**src/sv/srs_pkg.sv**
```systemverilog
`default_nettype none
package srs_pkg;

    localparam int MAX_RANGES_DEF  = 64;
    localparam int SECTOR_BITS_DEF = 24;

    localparam int REQ_W  = 2;
    localparam int ST_W   = 2;
    localparam int MODE_W = 3;
    localparam int HELD_W = 7;

    localparam logic [REQ_W-1:0] REQ_INSERT = 2'd0;
    localparam logic [REQ_W-1:0] REQ_QUERY  = 2'd1;
    localparam logic [REQ_W-1:0] REQ_CLEAR  = 2'd2;

    localparam logic [ST_W-1:0] ST_OK    = 2'd0;
    localparam logic [ST_W-1:0] ST_ORDER = 2'd1;
    localparam logic [ST_W-1:0] ST_FULL  = 2'd2;

    // kind of word travelling down the cell chain
    localparam logic [MODE_W-1:0] MODE_INS = 3'd0;
    localparam logic [MODE_W-1:0] MODE_SHF = 3'd1;
    localparam logic [MODE_W-1:0] MODE_END = 3'd2;
    localparam logic [MODE_W-1:0] MODE_QRY = 3'd3;
    localparam logic [MODE_W-1:0] MODE_DRY = 3'd4;

    typedef struct packed {
        logic       shift_en;
        logic [9:0] lo;
    } t_shift_cmd;

endpackage
`default_nettype wire

```
**src/sv/srs_cell.sv**
```systemverilog
`default_nettype none
module srs_cell #(
    parameter int IDX         = 0,
    parameter int MAX_RANGES  = srs_pkg::MAX_RANGES_DEF,
    parameter int SECTOR_BITS = srs_pkg::SECTOR_BITS_DEF,
    localparam int CW = $clog2(MAX_RANGES + 1),
    localparam int IW = $clog2(MAX_RANGES)
) (
    input  wire logic                        i_clk,
    input  wire logic                        i_rst_n,
    input  wire logic [CW-1:0]               i_count,
    input  wire logic                        i_shift_en,
    input  wire logic [IW-1:0]               i_shift_lo,
    input  wire logic [SECTOR_BITS-1:0]      i_nb_s,
    input  wire logic [SECTOR_BITS-1:0]      i_nb_e,
    input  wire logic                        i_cv,
    input  wire logic [srs_pkg::MODE_W-1:0]  i_cmode,
    input  wire logic [SECTOR_BITS-1:0]      i_cs,
    input  wire logic [SECTOR_BITS-1:0]      i_ce,
    input  wire logic [CW-1:0]               i_ck,
    input  wire logic [IW-1:0]               i_clo,
    input  wire logic                        i_chit,
    input  wire logic                        i_cin,
    input  wire logic [SECTOR_BITS:0]        i_crun,
    output logic [SECTOR_BITS-1:0]           o_s,
    output logic [SECTOR_BITS-1:0]           o_e,
    output logic                             o_cv,
    output logic [srs_pkg::MODE_W-1:0]       o_cmode,
    output logic [SECTOR_BITS-1:0]           o_cs,
    output logic [SECTOR_BITS-1:0]           o_ce,
    output logic [CW-1:0]                    o_ck,
    output logic [IW-1:0]                    o_clo,
    output logic                             o_chit,
    output logic                             o_cin,
    output logic [SECTOR_BITS:0]             o_crun
);

    logic [SECTOR_BITS-1:0]     r_s, r_e, n_s, n_e;
    logic                       r_cv, n_cv;
    logic [srs_pkg::MODE_W-1:0] r_cmode, n_cmode;
    logic [SECTOR_BITS-1:0]     r_cs, r_ce, n_cs, n_ce;
    logic [CW-1:0]              r_ck, n_ck;
    logic [IW-1:0]              r_clo, n_clo;
    logic                       r_chit, n_chit, r_cin, n_cin;
    logic [SECTOR_BITS:0]       r_crun, n_crun;
    logic                       in_tab, below, above, touch, shift_me;

    assign in_tab   = CW'(IDX) < i_count;
    assign below    = ({1'b0, r_e} + 1'b1) < {1'b0, i_cs};
    assign above    = {1'b0, r_s} > ({1'b0, i_ce} + 1'b1);
    assign touch    = !below && !above;
    assign shift_me = i_shift_en && (IW'(IDX) >= i_shift_lo);

    always_comb begin
        n_s     = r_s;
        n_e     = r_e;
        n_cv    = i_cv;
        n_cmode = i_cmode;
        n_cs    = i_cs;
        n_ce    = i_ce;
        n_ck    = i_ck;
        n_clo   = i_clo;
        n_chit  = i_chit;
        n_cin   = i_cin;
        n_crun  = i_crun;
        if (shift_me) begin
            n_s = i_nb_s;
            n_e = i_nb_e;
        end else if (i_cv) begin
            case (i_cmode)
                srs_pkg::MODE_DRY: begin
                    if (in_tab && touch) n_ck = CW'(1);
                end
                srs_pkg::MODE_INS: begin
                    if (!in_tab) begin
                        n_s     = i_cs;
                        n_e     = i_ce;
                        n_cmode = srs_pkg::MODE_END;
                    end else if (touch) begin
                        n_cs = (r_s < i_cs) ? r_s : i_cs;
                        n_ce = (r_e > i_ce) ? r_e : i_ce;
                        if (i_ck == '0) n_clo = IW'(IDX);
                        n_ck = i_ck + CW'(1);
                    end else if (above) begin
                        n_s     = i_cs;
                        n_e     = i_ce;
                        n_cmode = srs_pkg::MODE_SHF;
                        n_cs    = r_s;
                        n_ce    = r_e;
                    end
                end
                srs_pkg::MODE_SHF: begin
                    n_s = i_cs;
                    n_e = i_ce;
                    if (!in_tab) begin
                        n_cmode = srs_pkg::MODE_END;
                    end else begin
                        n_cs = r_s;
                        n_ce = r_e;
                    end
                end
                srs_pkg::MODE_QRY: begin
                    if (in_tab && !i_chit && r_e >= i_cs) begin
                        n_chit = 1'b1;
                        if (i_cs < r_s) begin
                            n_crun = {1'b0, r_s} - {1'b0, i_cs};
                        end else begin
                            n_cin  = 1'b1;
                            n_crun = {1'b0, r_e} - {1'b0, i_cs} + 1'b1;
                        end
                    end
                end
                default: ;
            endcase
        end
    end

    always_ff @(posedge i_clk) begin
        if (!i_rst_n) begin
            r_cv <= 1'b0;
        end else begin
            r_cv <= n_cv;
        end
    end

    always_ff @(posedge i_clk) begin
        r_s     <= n_s;
        r_e     <= n_e;
        r_cmode <= n_cmode;
        r_cs    <= n_cs;
        r_ce    <= n_ce;
        r_ck    <= n_ck;
        r_clo   <= n_clo;
        r_chit  <= n_chit;
        r_cin   <= n_cin;
        r_crun  <= n_crun;
    end

    assign o_s     = r_s;
    assign o_e     = r_e;
    assign o_cv    = r_cv;
    assign o_cmode = r_cmode;
    assign o_cs    = r_cs;
    assign o_ce    = r_ce;
    assign o_ck    = r_ck;
    assign o_clo   = r_clo;
    assign o_chit  = r_chit;
    assign o_cin   = r_cin;
    assign o_crun  = r_crun;

endmodule
`default_nettype wire

```
**config.mk**
```make
export PLATFORM = sky130hd
export DESIGN_NAME = srs_cell
export DESIGN_NICKNAME = d
export VERILOG_FILES = /design/src/sv/srs_pkg.sv /design/src/sv/srs_cell.sv
export SDC_FILE = /design/constraint.sdc
export NUM_CORES = 1
export LEC_CHECK = 0
export BUFFER_PORTS_ARGS = -buffer_cell sky130_fd_sc_hd__buf_2
export CORE_MARGIN = 10
export CORE_UTILIZATION = 55
export CTS_CLUSTER_SIZE = 40
export DETAILED_ROUTE_END_ITERATION = 8
export PLACE_DENSITY = 0.93
export SLEW_MARGIN = 10
export SYNTH_ARGS = -nofsm -noshare
export SYNTH_HDL_FRONTEND = slang
export SYNTH_SLANG_ARGS = --single-unit
```
**constraint.sdc**
```tcl
create_clock -name i_clk -period 8 [get_ports i_clk]
set_input_delay 2 -clock i_clk [delete_from_list [all_inputs] [get_ports i_clk]]
set_output_delay 2 -clock i_clk [all_outputs]
set_load 0.1 [all_outputs]
```
==> flow_metrics.py <==
metrics = {
    "run_status": {
        "status": "complete, no violations",
    },
    "clock_network": {
        "clock_sinks": 140,
        "clockRootBuffer": "clkbuf_16",
        "htree_levels": 4,
        "cts_buffer_depth": 2,
        "path_clk_slew_ps": 70,
        "cts_buffers": 17,
        "cts_tree": "built",
        "clkLatencyLatePin_ps": 450,
        "hold_buffers": 0,
        "cts_setup_buffers": 0,
        "post_cts_resized": 0,
    },
    "global_routing": {
        "use_met2": 0.4654,
        "grt_max_degree": 46,
        "grt_usage": 0.2813,
        "antenna_found_initial": 1,
        "grt_overflow": 0,
        "grt_util_met3": 0.07475,
        "grt_first_pass_wirelength_um": 59440,
        "grt_pass1_vias": 10860,
        "use_met1": 0.3332,
        "grt.busiest_layer": "met2",
    },
    "cells_and_area": {
        "drive_above_1_share": 0.3014,
        "final_core_util": 0.6710,
        "final_nets": 1798,
        "n_fill_cell": 1493,
        "area_growth_syn_to_layout_pct": 20.33,
        "fin_area_um2": 13580,
    },
    "placed_design": {
        "post_dp_cell_area_um2": 13000,
        "dp_hpwl_um": 30740,
        "io_buffer_count": 295,
        "place_congestion": 0.9242,
    },
    "critical_path": {
        "r2r-end": "o_cs[3]$_DFF_P_",
        "arrival_ps": 6530,
        "critical_path_class": "primary input to flop",
        "path_max_fanout": 30,
        "worstPathRequired_ps": 8100,
        "rr_worst_depth": 14,
        "rrSetupSlack_ps": 2680,
        "worstSetupEndpointType": "flop",
        "reg2reg_from": "o_e[2]$_DFFE_PP_",
        "startpoint_type": "primary input",
    },
    "timing": {
        "timing.fmax_ghz": 0.1555,
        "skew_ps": 11.45,
        "hold_ws_ps": 692.0,
        "hold_violations": 0,
        "min_period_ps": 6432,
        "setup_viol": 0,
        "tightest_slew_ps": 1066,
        "post-route-period-util": 0.8041,
        "rsz0062_at_grt": "no",
        "slew_violations": 0,
        "relSlewSlack": 0.2896,
        "fin_tns_setup_ps": 0,
    },
    "route": {
        "ant_nets": 0,
        "drt-initial-drc-count": 1217,
        "finalWirelength_um": 39190,
        "via_per_inst": 6.141,
        "drc": 0,
        "dr.pass1.iters": 6,
        "avgRoutedWirePerCell_um": 22.21,
        "vias": 10830,
    },
    "yosys": {
        "syn_nets": 1505,
        "netlist_instances": 1187,
        "async_reset_ff_frac": 0,
        "ys_ff_latch": 140,
        "syn_area_um2": 11280,
        "synth_edf_count": 48,
        "yosysWarnings": 0,
        "synth_cell_type_count": 86,
        "syn_area_per_cell_um2": 9.506,
        "yosysSeqAreaShare": 0.2910,
        "ys.flop_type": "dfxtp_1",
    },
    "power": {
        "powerDensity_nw_per_um2": 175.7,
        "ir_worst_vdd_mv": 0.1628,
        "leakage_uw": 0.006292,
    },
    "die": {
        "placement_rows": 52,
        "dieArea_um2": 26640,
        "ios": 296,
        "chipHeight_um": 163.2,
        "die_w_um": 163.2,
        "core_um2": 20230,
        "initial_utilization": 0.5576,
    },
    "min_path": {
        "whs_endpoint": "o_cs[0]$_DFF_P_",
        "hp-start": "o_s[0]$_DFFE_PP_",
        "whs_path_depth": 2,
        "hold_path_class": "flop to flop",
    },
    "flow_run": {
        "drv_cap": 0,
    },
}
synth_stat cells, types with 20 or more instances:
cell type | count | area share
ha_1 | 149 | 0.17
inv_1 | 100 | 0.033
dfxtp_1 | 92 | 0.16
mux2_2 | 79 | 0.079
nand2_1 | 77 | 0.026
a21oi_1 | 63 | 0.028
xnor2_1 | 57 | 0.044
nor2_1 | 50 | 0.017
o21ai_0 | 49 | 0.022
edfxtp_1 | 48 | 0.13
nand3_1 | 36 | 0.016
nor3_1 | 29 | 0.013
mux2i_1 | 28 | 0.025
a21o_1 | 23 | 0.015
nand4_1 | 22 | 0.012
nor2b_1 | 20 | 0.011
stage by stage:
step | std cells | power (uW) | setup WS [ps]
final | 1764 | 2385 | 1568
after global routing | 1764 | 2461 | 1237
after CTS | 1763 | 2374 | 1630
after detailed placement | 1731 | 1575 | 1201
after global placement | 1731 | 1556 | 1328
after floorplan | 1187 | 1388 | 1877
layer usage:
metal / routed length [um] / part of all wire
met5: 0 / 0
met4: 1644 / 0.042
met2: 18640 / 0.48
met3: 4043 / 0.10
met1: 14860 / 0.38
cell type report:
| cell class | instances | area, um2 | area share |
|---|---|---|---|
| Antenna cell | 1 | 2.502 | 0.0001843 |
| Clock buffer | 18 | 439.2 | 0.03235 |
| Clock inverter | 14 | 140.1 | 0.01032 |
| Inverter | 100 | 375.4 | 0.02765 |
| Multi-Input combinational cell | 922 | 7492 | 0.5518 |
| Sequential cell | 140 | 3283 | 0.2418 |
| Tap cell | 270 | 337.8 | 0.02488 |
| Timing Repair Buffer | 299 | 1506 | 0.1110 |
registers in the layout, summed over array words and instances, names as in the netlist:
register  count
o_ce         24
o_chit        1
o_cin         1
o_ck          7
o_clo         6
o_cmode       3
o_crun       25
o_cs         24
o_cv          1
o_e          24
o_s          24
cells by family (layout without fill, tap and decap cells):
kind of cell | Yosys count | in the layout | share of synthesized area
adder cells (fa/ha/maj) | 162 | 162 | 0.1883
multiplexers | 110 | 110 | 0.1067
other | 0 | 1 | 0
buffers and inverters | 125 | 431 | 0.04613
flip-flops | 140 | 140 | 0.2910
AND/OR/NAND/NOR | 320 | 320 | 0.1518
XOR/XNOR | 74 | 74 | 0.05744
AO/OA/AOI/OAI | 256 | 256 | 0.1587
worst max-delay path by stage:
stage / depth (start not counted) / slack [ps] / startpoint / to
finish: 15 / 1570 / i_ce[2] / o_s[4]$_DFFE_PP_
CTS: 15 / 1630 / i_ce[2] / o_s[4]$_DFFE_PP_
detailed placement: 15 / 1200 / i_ce[2] / o_s[1]$_DFFE_PP_
global placement: 15 / 1330 / i_ce[2] / o_s[0]$_DFFE_PP_
floorplan: 16 / 1880 / i_ce[3] / o_e[0]$_DFFE_PP_
global route: 15 / 1240 / i_ce[2] / o_s[0]$_DFFE_PP_
cells in the final DEF, fill, tap and decap left out, drive strengths merged, types with 10 or more instances in the layout:
| cell type | count |
|---|---|
| nand2b | 12 |
| nor4 | 10 |
| a21o | 23 |
| nand3 | 36 |
| mux2i | 28 |
| and3 | 13 |
| nor2b | 20 |
| xor2 | 17 |
| ha | 149 |
| fa | 13 |
| nand2 | 77 |
| clkbuf | 18 |
| xnor2 | 57 |
| o21a | 16 |
| nand4 | 23 |
| mux2 | 82 |
| dfxtp | 92 |
| buf | 299 |
| a31oi | 13 |
| edfxtp | 48 |
| a21oi | 65 |
| o211ai | 16 |
| nor3 | 30 |
| nor2 | 51 |
| inv | 111 |
| o21ai | 51 |
critical path: stages:
cell and delay (ps):
buf_2 150, and3_2 230, and3_1 230, nand3_1 260, nor3_1 520, nand4_1 180, xnor2_1 150, ha_1 270
nand2_1 80, nor3_1 280, nand2_1 190, o311ai_2 860, o211ai_1 220, nand2_2 420, buf_4 470
where the power goes:
group          leakage (uW)  switching, uW  total, uW  internal [uW]
Sequential          0.00121           25.4        801            775
Clock              0.000291            383        807            424
Combinational       0.00479            557        778            221
Note: power is estimated with default switching activity, not from simulation.
